**src/rtl/core/cas_pkg.sv**
```systemverilog
`timescale 1ns / 1ps

package cas_pkg;

    // Default sizing
    localparam int MAX_SAMPLES_DEF  = 64;
    localparam int CORDIC_STEPS_DEF = 18;

    // Angle constants, Q16 radians
    localparam int TWO_PI_Q16  = 411775;
    localparam int PI_Q16      = 205887;
    localparam int HALF_PI_Q16 = 102944;
    // CORDIC start value, Q30
    localparam int CORDIC_GAIN_Q30 = 652032874;

    // Datapath widths
    localparam int ANG_W   = 41;   // unsaturated heading, Q16
    localparam int POS_W   = 44;   // unsaturated position, Q16
    localparam int OFS_W   = 46;   // unsaturated offset position, Q16
    localparam int D2_W    = 34;   // unsaturated second derivative, Q24
    localparam int UNIT_W  = 18;   // sin / cos, Q1.16
    localparam int CRD_W   = 34;   // CORDIC x, y, z, Q30
    localparam int LEN_W   = 33;   // run position
    localparam int NUM_W   = 43;   // divider numerator, Q40
    localparam int DIVM_W  = 42;   // numerator magnitude
    localparam int MOD_W   = 43;   // angle reduction compare width
    localparam int MOD_STEPS = 24; // shifts of 2*pi tried by the reduction
    localparam int CFG_IDX_W = 3;

    // Configuration register indexes
    typedef enum logic [CFG_IDX_W-1:0] {
        CFG_START_X       = 3'd0,
        CFG_START_Y       = 3'd1,
        CFG_START_HEADING = 3'd2,
        CFG_CURVATURE     = 3'd3,
        CFG_ARC_LENGTH    = 3'd4
    } t_cfg_idx;

    // Shared multiplier operand pairs
    typedef enum logic [2:0] {
        MUL_SK,   // s * kappa
        MUL_SC,   // s * cos
        MUL_SS,   // s * sin
        MUL_OS,   // offset * sin
        MUL_OC,   // offset * cos
        MUL_KS,   // kappa * sin
        MUL_KC    // kappa * cos
    } t_mul_sel;

    // Destination of the registered product
    typedef enum logic [2:0] {
        WR_NONE,
        WR_TH,
        WR_X,
        WR_Y,
        WR_OX,
        WR_OY,
        WR_D2X,
        WR_D2Y
    } t_wr_sel;

    // Controller to datapath
    typedef struct packed {
        logic     load_item;
        logic     sc_start;
        logic     sc_sel;      // 0: start heading, 1: point heading
        logic     sc_store0;
        logic     sc_store;
        t_mul_sel mul_sel;
        t_wr_sel  wr_sel;
        logic     div_start;
        logic     div_store;
        logic     out_load;
        logic     out_last;
        logic     out_trunc;
        logic     step;
    } t_cmd;

    // Datapath to controller
    typedef struct packed {
        logic action;
        logic k_zero;
        logic len_zero;
        logic next_in;
        logic sc_done;
        logic div_done;
        logic out_free;
    } t_sts;

    // Arctangent table, Q30
    function automatic logic signed [CRD_W-1:0] atan_q30(input logic [4:0] idx);
        logic signed [CRD_W-1:0] v;
        case (idx)
            5'd0:  v = 34'sd843314857;
            5'd1:  v = 34'sd497837829;
            5'd2:  v = 34'sd263043837;
            5'd3:  v = 34'sd133525159;
            5'd4:  v = 34'sd67021687;
            5'd5:  v = 34'sd33543516;
            5'd6:  v = 34'sd16775851;
            5'd7:  v = 34'sd8388437;
            5'd8:  v = 34'sd4194283;
            5'd9:  v = 34'sd2097149;
            5'd10: v = 34'sd1048576;
            5'd11: v = 34'sd524288;
            5'd12: v = 34'sd262144;
            5'd13: v = 34'sd131072;
            5'd14: v = 34'sd65536;
            5'd15: v = 34'sd32768;
            5'd16: v = 34'sd16384;
            5'd17: v = 34'sd8192;
            5'd18: v = 34'sd4096;
            5'd19: v = 34'sd2048;
            5'd20: v = 34'sd1024;
            5'd21: v = 34'sd512;
            5'd22: v = 34'sd256;
            5'd23: v = 34'sd128;
            5'd24: v = 34'sd64;
            5'd25: v = 34'sd32;
            5'd26: v = 34'sd16;
            5'd27: v = 34'sd8;
            5'd28: v = 34'sd4;
            5'd29: v = 34'sd2;
            default: v = 34'sd0;
        endcase
        return v;
    endfunction

    // Saturate a wide signed value to 32 bits
    function automatic logic signed [31:0] sat32(input logic signed [63:0] v);
        logic signed [31:0] r;
        if (v > 64'sd2147483647)
            r = 32'sh7FFFFFFF;
        else if (v < -64'sd2147483648)
            r = 32'sh80000000;
        else
            r = v[31:0];
        return r;
    endfunction

    // Clamp a Q16 term to +-1.0
    function automatic logic signed [UNIT_W-1:0] clamp_unit(input logic signed [19:0] v);
        logic signed [UNIT_W-1:0] r;
        if (v > 20'sd65536)
            r = 18'sd65536;
        else if (v < -20'sd65536)
            r = -18'sd65536;
        else
            r = v[UNIT_W-1:0];
        return r;
    endfunction

endpackage

```
**src/rtl/core/cas_ctrl.sv**
```systemverilog
`timescale 1ns / 1ps

module cas_ctrl import cas_pkg::*; #(
    parameter int MAX_SAMPLES = MAX_SAMPLES_DEF
) (
    input  logic i_clk,
    input  logic i_rst_n,
    input  logic i_in_valid,
    output logic o_in_ready,
    input  t_sts i_sts,
    output t_cmd o_cmd
);

    localparam int CNT_W = $clog2(MAX_SAMPLES + 1);

    typedef enum logic [17:0] {
        ST_IDLE = 18'b000000000000000001,
        ST_H0   = 18'b000000000000000010,
        ST_H0W  = 18'b000000000000000100,
        ST_MTH  = 18'b000000000000001000,
        ST_WTH  = 18'b000000000000010000,
        ST_SC   = 18'b000000000000100000,
        ST_SCW  = 18'b000000000001000000,
        ST_MLX  = 18'b000000000010000000,
        ST_MLY  = 18'b000000000100000000,
        ST_WLY  = 18'b000000001000000000,
        ST_DV   = 18'b000000010000000000,
        ST_DVW  = 18'b000000100000000000,
        ST_MOX  = 18'b000001000000000000,
        ST_MOY  = 18'b000010000000000000,
        ST_MDX  = 18'b000100000000000000,
        ST_MDY  = 18'b001000000000000000,
        ST_WDY  = 18'b010000000000000000,
        ST_OUT  = 18'b100000000000000000
    } t_state;

    t_state           r_state, n_state;
    logic [CNT_W-1:0] r_cnt, n_cnt;
    logic [CNT_W-1:0] cnt_inc;
    logic             at_max;

    assign cnt_inc = r_cnt + CNT_W'(1);
    assign at_max  = (cnt_inc == CNT_W'(MAX_SAMPLES));

    always_comb begin
        n_state = r_state;
        n_cnt   = r_cnt;
        o_cmd   = '0;
        o_cmd.mul_sel = MUL_SK;
        o_cmd.wr_sel  = WR_NONE;
        o_in_ready    = 1'b0;
        case (r_state)
            ST_IDLE: begin
                o_in_ready = 1'b1;
                if (i_in_valid) begin
                    o_cmd.load_item = 1'b1;
                    n_cnt   = '0;
                    n_state = ST_H0;
                end
            end
            // start heading terms, once per item
            ST_H0: begin
                o_cmd.sc_start = 1'b1;
                n_state = ST_H0W;
            end
            ST_H0W: begin
                if (i_sts.sc_done) begin
                    o_cmd.sc_store0 = 1'b1;
                    n_state = (i_sts.action && i_sts.len_zero) ? ST_IDLE : ST_MTH;
                end
            end
            // heading at s
            ST_MTH: begin
                o_cmd.mul_sel = MUL_SK;
                n_state = ST_WTH;
            end
            ST_WTH: begin
                o_cmd.wr_sel = WR_TH;
                n_state = ST_SC;
            end
            ST_SC: begin
                o_cmd.sc_start = 1'b1;
                o_cmd.sc_sel   = 1'b1;
                n_state = ST_SCW;
            end
            ST_SCW: begin
                if (i_sts.sc_done) begin
                    o_cmd.sc_store = 1'b1;
                    n_state = i_sts.k_zero ? ST_MLX : ST_DV;
                end
            end
            // straight line position
            ST_MLX: begin
                o_cmd.mul_sel = MUL_SC;
                n_state = ST_MLY;
            end
            ST_MLY: begin
                o_cmd.mul_sel = MUL_SS;
                o_cmd.wr_sel  = WR_X;
                n_state = ST_WLY;
            end
            ST_WLY: begin
                o_cmd.wr_sel = WR_Y;
                n_state = i_sts.action ? ST_OUT : ST_MOX;
            end
            // arc position through the divider
            ST_DV: begin
                o_cmd.div_start = 1'b1;
                n_state = ST_DVW;
            end
            ST_DVW: begin
                if (i_sts.div_done) begin
                    o_cmd.div_store = 1'b1;
                    n_state = i_sts.action ? ST_OUT : ST_MOX;
                end
            end
            // offset point and second derivatives
            ST_MOX: begin
                o_cmd.mul_sel = MUL_OS;
                n_state = ST_MOY;
            end
            ST_MOY: begin
                o_cmd.mul_sel = MUL_OC;
                o_cmd.wr_sel  = WR_OX;
                n_state = ST_MDX;
            end
            ST_MDX: begin
                o_cmd.mul_sel = MUL_KS;
                o_cmd.wr_sel  = WR_OY;
                n_state = ST_MDY;
            end
            ST_MDY: begin
                o_cmd.mul_sel = MUL_KC;
                o_cmd.wr_sel  = WR_D2X;
                n_state = ST_WDY;
            end
            ST_WDY: begin
                o_cmd.wr_sel = WR_D2Y;
                n_state = ST_OUT;
            end
            // hand the item to the output register
            ST_OUT: begin
                if (i_sts.out_free) begin
                    o_cmd.out_load = 1'b1;
                    if (!i_sts.action) begin
                        o_cmd.out_last = 1'b1;
                        n_state = ST_IDLE;
                    end else if (!i_sts.next_in || at_max) begin
                        o_cmd.out_last  = 1'b1;
                        o_cmd.out_trunc = i_sts.next_in;
                        n_state = ST_IDLE;
                    end else begin
                        o_cmd.step = 1'b1;
                        n_cnt   = cnt_inc;
                        n_state = ST_MTH;
                    end
                end
            end
            default: n_state = ST_IDLE;
        endcase
    end

    always_ff @(posedge i_clk) begin
        if (!i_rst_n) begin
            r_state <= ST_IDLE;
            r_cnt   <= '0;
        end else begin
            r_state <= n_state;
            r_cnt   <= n_cnt;
        end
    end

endmodule

```
**config.mk**
```make
export PLATFORM = sky130hd
export DESIGN_NAME = cas_ctrl
export DESIGN_NICKNAME = d
export VERILOG_FILES = /design/src/rtl/core/cas_pkg.sv /design/src/rtl/core/cas_ctrl.sv
export SDC_FILE = /design/constraint.sdc
export NUM_CORES = 1
export LEC_CHECK = 0
export BUFFER_PORTS_ARGS = -buffer_cell sky130_fd_sc_hd__buf_4
export CELL_PAD_IN_SITES_DETAIL_PLACEMENT = 1
export CELL_PAD_IN_SITES_GLOBAL_PLACEMENT = 1
export CORE_ASPECT_RATIO = 2
export CORE_UTILIZATION = 40
export CTS_BUF_LIST = sky130_fd_sc_hd__clkbuf_8
export CTS_CLUSTER_SIZE = 25
export DETAILED_ROUTE_END_ITERATION = 6
export PLACE_DENSITY = 0.8
export SETUP_SLACK_MARGIN = 0.02
export SLEW_MARGIN = 20
export SYNTH_ARGS = -nofsm -noshare
export SYNTH_HDL_FRONTEND = slang
export SYNTH_SLANG_ARGS = --single-unit
```
**constraint.sdc**
```tcl
create_clock -name i_clk -period 2.49 [get_ports i_clk]
set_input_delay 0.498 -clock i_clk [delete_from_list [all_inputs] [get_ports i_clk]]
set_output_delay 0.498 -clock i_clk [all_outputs]
set_load 0.02 [all_outputs]
```
==> results.ini, run 1 <==
[outcome]
outcome=complete, but fails checks
failed_checks=setup timing

[finish]
total_inserted_antenna_cells=0
drive_above_1_share_pct=43.6
area_growth_pct=38.7
number_of_nets_in_the_final_layout=269
layout.filler_cells=508

[logic_synthesis]
synth_ff_type=sky130_fd_sc_hd__dfxtp_1
synthDistinctLibCells=60
yosysTopAreaCell=sky130_fd_sc_hd__dfxtp_1
synth-async-reset-ratio_pct=0
synth-seq-cells=25
mean_cell_area_of_the_mapped_netlist_um2=8.09
syn_inst=207
syn-cell-area_um2=1670
netlist_top_cells_area=sky130_fd_sc_hd__dfxtp_1 (30%), sky130_fd_sc_hd__nand2_1 (5.4%), sky130_fd_sc_hd__nor2_1 (4.5%)
synthDominantCellAreaShare_pct=29.9
seq_total_area_yosys_pct=29.9
synth_enable_flop_cells=0
yosysWarningCount=0
mappedNetlistNets=218

[clock_tree]
clock_tree_from_tritoncts=yes
clk_path_buf_depth=2
tritoncts.num_buffers=3
holdBufCountCts=0
clock-root-buffer=sky130_fd_sc_hd__clkbuf_8
cts.reportedPaths.clkPinSlew_ns=0.09
htree_num_levels=1
clock_insertion_delay_worst_skew_ns=0.28
cts.sinks=25

[sta]
timing.final.max_slew_violations=0
rsz0062_at_grt=true
report.final.setup_viol=2
finalWorstPathRequiredPeriod_ns=2.51
period_utilization_pct=101
clock.fmax_mhz=399
post-route-worst-setup-slack_ns=-0.0170
fin_worst_hold_slack_ns=0.416
count_of_endpoints_failing_hold_in_the_final_timing_report=0
timing.max_slew.rel_slack_pct=64.2
worst-slew-pin-transition_ns=0.537
final.setup.tns_ns=-0.0327
fin_skew_ns=0.00639

[die]
dieArea_um2=4460
io_pins=28
rows=33
chipWidth_um=47.7
die_h_um=93.5
floorplan.initialDensity_pct=41.4
coreArea_um2=4050

[drt]
avgViaCountPerCell=6.03
wire_per_inst_um=19.6
dr.pass1.iters=4
drtIter0Drc=47
drc_errors=0
route.vias.total=1862
antenna_violating_nets_post_route=0
drt-total-wl_um=6040

[grt]
global_route.overflow_total=0
grt_pass1_vias=1921
global_routing_usage_summed_across_all_routing_layers_pct=26.9
maximum_number_of_pins_on_one_net_before_global_route_repair=14
grt_antenna_before_repair=0
grt_pass1_wl_um=8600

[pwr]
power.density_nw_per_um2=415
power_leakage_nw=0.972
vdd_drop_max_mv=0.419

[placed_design]
place.gp.congestion=0.877
place.detailed.hpwl_um=4470
buffer_ports.inserted=27
dp_worst_setup_slack_ns=0.139

[hold_path]
min_path_type=in2reg

[setup_path]
critPathLaunchType=flop
timing.critical_path.arrival_ns=2.01
required_ns=1.99
critPathMaxFanout=5
critPathCaptureType=primary output
path_class=reg2out

[flow_run]
number_of_maximum_capacitance_constraint_violations=0

==> cells in the mapped netlist (3+ instances only) <==
| cell | n |
|---|---|
| sky130_fd_sc_hd__nor3_1 | 9 |
| sky130_fd_sc_hd__nor2_1 | 20 |
| sky130_fd_sc_hd__nor4b_1 | 4 |
| sky130_fd_sc_hd__nand3_1 | 10 |
| sky130_fd_sc_hd__and2_1 | 7 |
| sky130_fd_sc_hd__a31oi_1 | 3 |
| sky130_fd_sc_hd__inv_1 | 6 |
| sky130_fd_sc_hd__nand4b_1 | 5 |
| sky130_fd_sc_hd__nand2_1 | 24 |
| sky130_fd_sc_hd__and3_1 | 7 |
| sky130_fd_sc_hd__nor4_1 | 4 |
| sky130_fd_sc_hd__xor2_1 | 6 |
| sky130_fd_sc_hd__a21oi_1 | 8 |
| sky130_fd_sc_hd__nand2b_1 | 3 |
| sky130_fd_sc_hd__buf_2 | 5 |
| sky130_fd_sc_hd__o21ai_0 | 4 |
| sky130_fd_sc_hd__dfxtp_1 | 25 |
==> critical path: stages, from the launching register on <==
cell and delay, ns:
sky130_fd_sc_hd__dfxtp_4 0.37, sky130_fd_sc_hd__nor4_4 0.36, sky130_fd_sc_hd__buf_4 0.19, sky130_fd_sc_hd__nand4_1 0.14, sky130_fd_sc_hd__or3b_4 0.45, sky130_fd_sc_hd__nor2_4 0.09
sky130_fd_sc_hd__buf_6 0.12
==> cell families after synthesis <==
group	share of synthesized area (%)
flops	29.9
buf+inv	5.31
xor+xnor	3.14
fa+ha+maj	0.747
compound gates	14.5
mux	1.94
simple gates	44.5
==> where the power goes <==
part	internal (mW)	leakage [nW]	total [mW]	switching (mW)
logic	0.127	0.734	0.290	0.163
registers	0.409	0.210	0.424	0.0159
clock network	0.111	0.0269	0.250	0.139
==> routing by layer <==
layer	GRT usage [%]	wire (um)	share of wire, %	vias up
met5	0	0	0	-
met4	19.0	417	6.9	0
met3	3.47	143	2.4	30
met2	51.4	3440	57	54
met1	21.6	2040	34	914
li1	-	-	-	864
==> final cells by class <==
class	instances	area [um2]	share of cell area, %
Inverter	7	28.8	1.24
Clock buffer	3	41.3	1.78
Tap cell	52	65.1	2.80
Timing Repair Buffer	56	447	19.2
Multi-Input combinational cell	165	1210	51.9
Clock inverter	1	3.75	0.162
Sequential cell	25	531	22.8
==> metrics by stage <==
stage                     utilization [%]  area (um2)  cells  power (mW)
after global routing                 57.4        2320    309        1.00
after floorplan                         -        1670    207       0.568
after CTS                            53.2        2150    299       0.922
final                                57.4        2320    309       0.964
after global placement               49.0        1980    290       0.652
after detailed placement             49.0        1980    290       0.657
==> path summary, 6_finish.rpt <==
kind	from	slack (ns)	cells after the start	end
max	r_state[1]	-0.02	6	o_cmd[12]
min	i_sts[5]	0.42	2	r_state[10]
max reg2reg	r_state[8]	0.17	7	r_state[17]
min reg2reg	r_state[13]	0.53	2	r_state[14]
==> flip-flops by register name, indices dropped and copies added (netlist names) <==
| register | count |
|---|---|
| r_cnt | 7 |
| r_state | 18 |
==> what timing repair did <==
action,in CTS,in global routing
pin swaps,5,10
setup endpoints to repair,11,9
buffers inserted,5,10
resized for setup,31,23
==> cell usage in the layout (no fill, tap or decap), types with 3 or more instances in the layout <==
cell type	synthesis	routed
sky130_fd_sc_hd__nor2_1	20	18
sky130_fd_sc_hd__nor3_1	9	8
sky130_fd_sc_hd__and2_1	7	4
sky130_fd_sc_hd__nor4b_1	4	4
sky130_fd_sc_hd__and2_4	1	3
sky130_fd_sc_hd__o21ai_0	4	4
sky130_fd_sc_hd__nor4_2	1	3
sky130_fd_sc_hd__nand4b_1	5	5
sky130_fd_sc_hd__xor2_1	6	6
sky130_fd_sc_hd__a31oi_1	3	3
sky130_fd_sc_hd__nand3_1	10	9
sky130_fd_sc_hd__dfxtp_2	0	12
sky130_fd_sc_hd__nand2_1	24	23
sky130_fd_sc_hd__and3_1	7	4
sky130_fd_sc_hd__nand2b_1	3	3
sky130_fd_sc_hd__inv_1	6	7
sky130_fd_sc_hd__dfxtp_4	0	4
sky130_fd_sc_hd__buf_4	1	49
sky130_fd_sc_hd__dfxtp_1	25	9
sky130_fd_sc_hd__a21oi_1	8	8
sky130_fd_sc_hd__buf_6	2	7
sky130_fd_sc_hd__clkbuf_8	0	3
No activity file was read; power rests on OpenSTA's default activity.
==> run 2, diff against run 1 <==
--- a/config.mk
+++ b/config.mk
@@ -9,11 +9,11 @@
 export CELL_PAD_IN_SITES_DETAIL_PLACEMENT = 1
 export CELL_PAD_IN_SITES_GLOBAL_PLACEMENT = 1
 export CORE_ASPECT_RATIO = 2
-export CORE_UTILIZATION = 40
+export CORE_UTILIZATION = 30
 export CTS_BUF_LIST = sky130_fd_sc_hd__clkbuf_8
 export CTS_CLUSTER_SIZE = 25
 export DETAILED_ROUTE_END_ITERATION = 6
-export PLACE_DENSITY = 0.8
+export PLACE_DENSITY = 0.64
 export SETUP_SLACK_MARGIN = 0.02
 export SLEW_MARGIN = 20
 export SYNTH_ARGS = -nofsm -noshare
==> run 2 against run 1 <==
The flow now finishes without violations. First-iteration DRC count is 74% lower. Maximum frequency increased by 2.2%. Total power down 4.2%. Routed wire length is 4.0% lower. Hold slack got worse by 0.0018 ns. Largest power group unchanged.
==> results.ini, run 2 (synthesis gave the netlist of run 1 again) <==
[drt]
antenna_violating_nets_post_route=0  ; unchanged
dr.pass1.iters=4  ; unchanged
wire_per_inst_um=18.5  ; -5.5%
avgViaCountPerCell=5.67  ; -5.9%
drt-total-wl_um=5800  ; -4.0%
route.vias.total=1781  ; -4.4%
drtIter0Drc=12  ; -74%
drc_errors=0  ; unchanged

[setup_path]
critPathCaptureType=primary output
path_buf_inv=1  ; -1
crit_start=r_state[13]
cell_count_of_the_worst_reg_to_reg_path=7  ; unchanged
reg2reg_launch_point=r_state[9]
ff2ff_setup_slack_ns=0.23  ; +0.06 ns
setup.worst_path.end=o_cmd[8]
required_ns=1.99  ; about the same
timing.critical_path.arrival_ns=1.95  ; -0.06 ns
timing.rr.end=r_state[17]
crit_chain=or4_4, nor4bb_4, o21bai_4, nand2b_1, buf_6
worst_path_largest_cell_delay_ns=0.54  ; +0.09 ns
path_class=reg2out
critPathMaxFanout=6  ; +1
critPathLaunchType=flop
worstSetupPathDepth=5  ; -1
cp_top_family=simple AND/OR/NAND/NOR gates
worst_path_max_delay_cell=sky130_fd_sc_hd__or4_4

[clock_tree]
tritoncts.num_buffers=3  ; unchanged
clk_path_buf_depth=2  ; unchanged
clock_insertion_delay_worst_skew_ns=0.28  ; about the same
cts.sinks=25  ; unchanged
clock_tree_from_tritoncts=yes
clock-root-buffer=sky130_fd_sc_hd__clkbuf_8
htree_num_levels=1  ; unchanged
cts.reportedPaths.clkPinSlew_ns=0.09  ; about the same

[sta]
report.final.setup_viol=0  ; -2
rsz0062_at_grt=true
timing.final.max_slew_violations=0  ; unchanged
count_of_endpoints_failing_hold_in_the_final_timing_report=0  ; unchanged
finalWorstPathRequiredPeriod_ns=2.45  ; -0.0547 ns
timing.max_slew.rel_slack_pct=66.5  ; +2.3 points
fin_worst_hold_slack_ns=0.414  ; -0.00178 ns
post-route-worst-setup-slack_ns=0.0378  ; +0.0547 ns
fin_skew_ns=0.00456  ; -0.00182 ns
period_utilization_pct=98.5  ; -2.2 points
worst-slew-pin-transition_ns=0.496  ; -0.0416 ns
final.setup.tns_ns=0  ; +0.0327 ns
clock.fmax_mhz=408  ; +2.2%

[placed_design]
buffer_ports.inserted=27  ; unchanged
place_inst=297  ; +2.4%
detailed_place.area_um2=1990  ; +0.13%
place.detailed.hpwl_um=4560  ; +1.9%
place.gp.congestion=0.805  ; -8.2%
dp_worst_setup_slack_ns=0.0890  ; -0.0503 ns

[pwr]
fin_total_pwr_uw=923  ; -4.2%
power_leakage_nw=0.968  ; -0.32%
vdd_drop_max_mv=0.210  ; -50%
power.density_nw_per_um2=398  ; -4.2%

[die]
dieArea_um2=5900  ; +32%
die_h_um=108  ; +15%
io_pins=28  ; unchanged
coreArea_um2=5420  ; +34%
chipWidth_um=54.8  ; +15%
floorplan.initialDensity_pct=30.9  ; -10 points
rows=38  ; +15%

[grt]
grt_pass1_wl_um=8770  ; +2.0%
grt_pass1_vias=1882  ; -2.0%
global_routing_usage_summed_across_all_routing_layers_pct=21.1  ; -5.8 points
global_route.overflow_total=0  ; unchanged
grt_antenna_before_repair=0  ; unchanged
maximum_number_of_pins_on_one_net_before_global_route_repair=14  ; unchanged

[finish]
final_cells=314  ; +1.6%
most_used_cells_in_the_layout_excluding_fill_and_tap_cells=sky130_fd_sc_hd__buf_4 (48), sky130_fd_sc_hd__nand2_1 (22), sky130_fd_sc_hd__nor2_1 (17), sky130_fd_sc_hd__dfxtp_1 (11)
total_inserted_antenna_cells=0  ; unchanged
layout.core_utilization_pct=42.8  ; -15 points
area_growth_pct=38.7  ; unchanged
regMostFlops=r_state
largest_reg_flops=18  ; unchanged
number_of_nets_in_the_final_layout=266  ; -1.1%
design_area_um2=2320  ; unchanged
layout.cells.most_common=sky130_fd_sc_hd__buf_4
drive_above_1_share_pct=42.9  ; -0.67 points
biggestRegsByFlops=r_state: 18 flops, r_cnt: 7 flops
layout.filler_cells=669  ; +32%

[outcome]
outcome=finished clean

[hold_path]
min_path_type=in2reg

[flow_run]
number_of_maximum_capacitance_constraint_violations=0  ; unchanged

[run 2: changes by cell type in the layout (fill, tap and decap cells not counted), moves of 2 or more]
cell and delta:
sky130_fd_sc_hd__buf_6 -2, sky130_fd_sc_hd__dfxtp_1 +2, sky130_fd_sc_hd__dfxtp_2 -4, sky130_fd_sc_hd__dfxtp_4 +2, sky130_fd_sc_hd__nor3_1 -2, sky130_fd_sc_hd__nor3_2 +2
sky130_fd_sc_hd__nor4_2 -2
[run 2: where the power goes]
part           switching (mW)  internal, mW
clock                   0.138         0.111
sequential             0.0127         0.406
combinational           0.148         0.107
total                   0.299         0.625
[run 2: metal layers]
metal | wire length, um | GRT usage [%] | vias up
li1 | - | - | 858
met1 | 1940 | 18.0 | 858
met2 | 3420 | 41.0 | 42
met3 | 99 | 1.55 | 23
met4 | 344 | 14.3 | 0
met5 | 0 | 0 | -
[run 2: what timing repair did]
action / 4_1_cts / 5_1_grt
setup endpoints to repair: 12 / 12
buffers inserted: 5 / 8
hold buffers: 0 / 0
pin swaps: 8 / 6
resized for setup: 29 / 26
[run 2: worst min-delay path by stage]
stage / start / endpoint / depth (start not counted)
final: i_sts[5] / r_state[10] / 2
after global routing: i_sts[5] / r_state[10] / 2
after CTS: i_sts[5] / r_state[10] / 2
after detailed placement: r_cnt[6] / r_cnt[6] / 2
after global placement: r_cnt[6] / r_cnt[6] / 2
after floorplan: r_cnt[6] / r_cnt[6] / 2
[run 2: final cells by class]
class                      count  area [um2]  area share (%)
tap                           60        75.1            3.23
sequential                    25         533            23.0
clock buffer                   3        41.3            1.78
inverter                       7        26.3            1.13
clock inverter                 1        3.75           0.162
multi-input combinational    165        1230            52.8
timing repair buffer          53         417            17.9
==> run 3, diff against run 2 <==
--- a/config.mk
+++ b/config.mk
@@ -9,11 +9,11 @@
 export CELL_PAD_IN_SITES_DETAIL_PLACEMENT = 1
 export CELL_PAD_IN_SITES_GLOBAL_PLACEMENT = 1
 export CORE_ASPECT_RATIO = 2
-export CORE_UTILIZATION = 30
+export CORE_UTILIZATION = 43
 export CTS_BUF_LIST = sky130_fd_sc_hd__clkbuf_8
 export CTS_CLUSTER_SIZE = 25
 export DETAILED_ROUTE_END_ITERATION = 6
-export PLACE_DENSITY = 0.64
+export PLACE_DENSITY = 0.85
 export SETUP_SLACK_MARGIN = 0.02
 export SLEW_MARGIN = 20
 export SYNTH_ARGS = -nofsm -noshare
==> run 3 against run 2 <==
The run now ends with setup timing left. Total power rose by 4.0%. Clock power hardly changed. Highest routed layer unchanged. Clock-buffer cell count unchanged. Design area is 2.7% lower. Cell count is 3.5% lower. Routed wire length is 8.6% higher. Global-route usage is 7.9 points higher. Hold slack improved by 0.016 ns. Sequential power is 1% higher. Non-clock buffer count unchanged. Sequential cell count is the same. Register-to-register slack worse by 0.15 ns.
==> results.ini, run 3 (synthesis gave the netlist of run 1 again) <==
[setup_path]
crit_start=r_state[1]
timing.rr.end=r_state[10]
cell_count_of_the_worst_reg_to_reg_path=7  ; unchanged
ff2ff_setup_slack_ns=0.08  ; -0.15 ns
critPathCaptureType=primary output
reg2reg_launch_point=r_state[11]
critPathMaxFanout=5  ; -1
critPathLaunchType=flop
path_class=reg2out
timing.critical_path.arrival_ns=2.03  ; +0.08 ns
required_ns=1.99  ; about the same

[finish]
area_growth_pct=34.9
biggestRegsByFlops=r_state: 18 flops, r_cnt: 7 flops
layout.cells.most_common=sky130_fd_sc_hd__buf_4
drive_above_1_share_pct=40.6  ; -2.4 points
regMostFlops=r_state
most_used_cells_in_the_layout_excluding_fill_and_tap_cells=sky130_fd_sc_hd__buf_4 (48), sky130_fd_sc_hd__nand2_1 (23), sky130_fd_sc_hd__nor2_1 (18), sky130_fd_sc_hd__dfxtp_2 (12), sky130_fd_sc_hd__dfxtp_1 (11)
largest_reg_flops=18  ; unchanged
total_inserted_antenna_cells=0  ; unchanged
number_of_nets_in_the_final_layout=266  ; unchanged
final_cells=303  ; -3.5%

[die]
dieArea_um2=4160  ; -29%
rows=31  ; -18%
chipWidth_um=46.1  ; -16%
floorplan.initialDensity_pct=45.4  ; +15 points
die_h_um=90.2  ; -16%
coreArea_um2=3680  ; -32%
io_pins=28  ; unchanged

[flow_run]
number_of_maximum_capacitance_constraint_violations=0  ; unchanged

[placed_design]
place.gp.congestion=0.937  ; +16%
buffer_ports.inserted=27  ; unchanged
dp_worst_setup_slack_ns=0.152  ; +0.0629 ns
place.detailed.hpwl_um=4330  ; -5.1%
place_inst=286  ; -3.7%

[drt]
route.vias.total=1892  ; +6.2%
wire_per_inst_um=20.8  ; +13%
antenna_violating_nets_post_route=0  ; unchanged
avgViaCountPerCell=6.24  ; +10%
drtIter0Drc=60  ; +48
drt-total-wl_um=6300  ; +8.6%
dr.pass1.iters=4  ; unchanged
drc_errors=0  ; unchanged

[hold_path]
min_path_type=in2reg
min_from=i_sts[5]
min_delay_path_depth=2  ; unchanged
hold_path_endpoint=r_state[10]

[sta]
report.final.setup_viol=3  ; +3
period_utilization_pct=102  ; +3.1 points
rsz0062_at_grt=true
finalWorstPathRequiredPeriod_ns=2.53  ; +0.0782 ns
post-route-worst-setup-slack_ns=-0.0405  ; -0.0782 ns
timing.final.max_slew_violations=0  ; unchanged
clock.fmax_mhz=395  ; -3.1%
timing.max_slew.rel_slack_pct=57.9  ; -8.6 points
final.setup.tns_ns=-0.0919  ; -0.0919 ns
fin_skew_ns=0.00579  ; +0.00123 ns
worst-slew-pin-transition_ns=0.623  ; +0.127 ns
count_of_endpoints_failing_hold_in_the_final_timing_report=0  ; unchanged
fin_worst_hold_slack_ns=0.430  ; +0.0155 ns

[grt]
grt_antenna_before_repair=0  ; unchanged
global_routing_usage_summed_across_all_routing_layers_pct=29.0  ; +7.9 points
grt_pass1_wl_um=8830  ; +0.64%
grt_pass1_vias=1897  ; +0.80%
global_route.overflow_total=0  ; unchanged
maximum_number_of_pins_on_one_net_before_global_route_repair=15  ; +1

[clock_tree]
cts.sinks=25  ; unchanged
tritoncts.num_buffers=3  ; unchanged
clock-root-buffer=sky130_fd_sc_hd__clkbuf_8
cts.reportedPaths.clkPinSlew_ns=0.09  ; about the same
clock_tree_from_tritoncts=yes
clk_path_buf_depth=2  ; unchanged
clock_insertion_delay_worst_skew_ns=0.28  ; about the same
htree_num_levels=1  ; unchanged

[pwr]
vdd_drop_max_mv=0.371  ; +76%
fin_total_pwr_uw=961  ; +4.0%
power.density_nw_per_um2=425  ; +7.0%
power_leakage_nw=0.958  ; -1.0%

[outcome]
outcome=complete, but fails checks
failed_checks=setup timing

==> run 3: cell types whose count changed in the layout (fill, tap and decap cells not counted), moves of 2 or more <==
cell                      previous run  this run
sky130_fd_sc_hd__nand3_2             2         0
sky130_fd_sc_hd__nand3_1             8        10
sky130_fd_sc_hd__dfxtp_4             6         2
sky130_fd_sc_hd__nor3_1              6         8
sky130_fd_sc_hd__dfxtp_2             8        12
sky130_fd_sc_hd__nor3_2              3         1
==> run 3: per-stage QoR <==
| stage | utilization, % | instance area, um2 |
|---|---|---|
| 2_1_floorplan | - | 1670 |
| 3_3_place_gp | 53.5 | 1970 |
| 3_5_place_dp | 53.5 | 1970 |
| 4_1_cts | 57.4 | 2110 |
| 5_1_grt | 61.3 | 2260 |
| 6_report | 61.3 | 2260 |
==> run 3: worst max path at each step <==
stage / cells past startpoint / end / slack, ns
after floorplan: 7 / o_cmd[8] / 0.08
after global placement: 6 / o_cmd[10] / 0.18
after detailed placement: 6 / o_cmd[8] / 0.15
after CTS: 6 / o_cmd[10] / -0.03
after global routing: 6 / o_cmd[8] / -0.11
final: 6 / o_cmd[12] / -0.04
==> run 3: worst max-delay path, stage by stage, from the launching register on <==
cell                      delay [ns]
sky130_fd_sc_hd__dfxtp_4        0.37
sky130_fd_sc_hd__nor4_4         0.39
sky130_fd_sc_hd__buf_4          0.18
sky130_fd_sc_hd__nand4_1        0.15
sky130_fd_sc_hd__or3b_4         0.44
sky130_fd_sc_hd__nor2_4         0.09
sky130_fd_sc_hd__buf_6          0.12
==> run 3: cell type report <==
cell class | count | area (um2)
fillers | 449 | 1430
multi-input cells | 165 | 1180
flip-flops and latches | 25 | 523
repair buffers | 53 | 417
well taps | 49 | 61.3
clock buffers | 3 | 41.3
inverters | 7 | 26.3
clock inverters | 1 | 5.00
==> run 3: power by group <==
part	total, mW	switching (mW)	internal (mW)
clock network	0.251	0.139	0.112
logic	0.284	0.160	0.124
registers	0.425	0.0148	0.410
total	0.961	0.314	0.646
==> run 3: per-layer routing <==
metal	up-vias	global-route usage, %	part of all wire, %
met1	927	26.1	33
met4	0	20.1	5.9
met5	-	0	0
met2	75	53.2	57
li1	858	-	-
met3	32	3.21	4.0
==> run 3: repair_timing <==
item,in CTS,in global routing
pin swaps,4,5
setup buffers,4,9
setup endpoints to repair,10,11
gates resized for setup,22,20
hold buffers,0,0
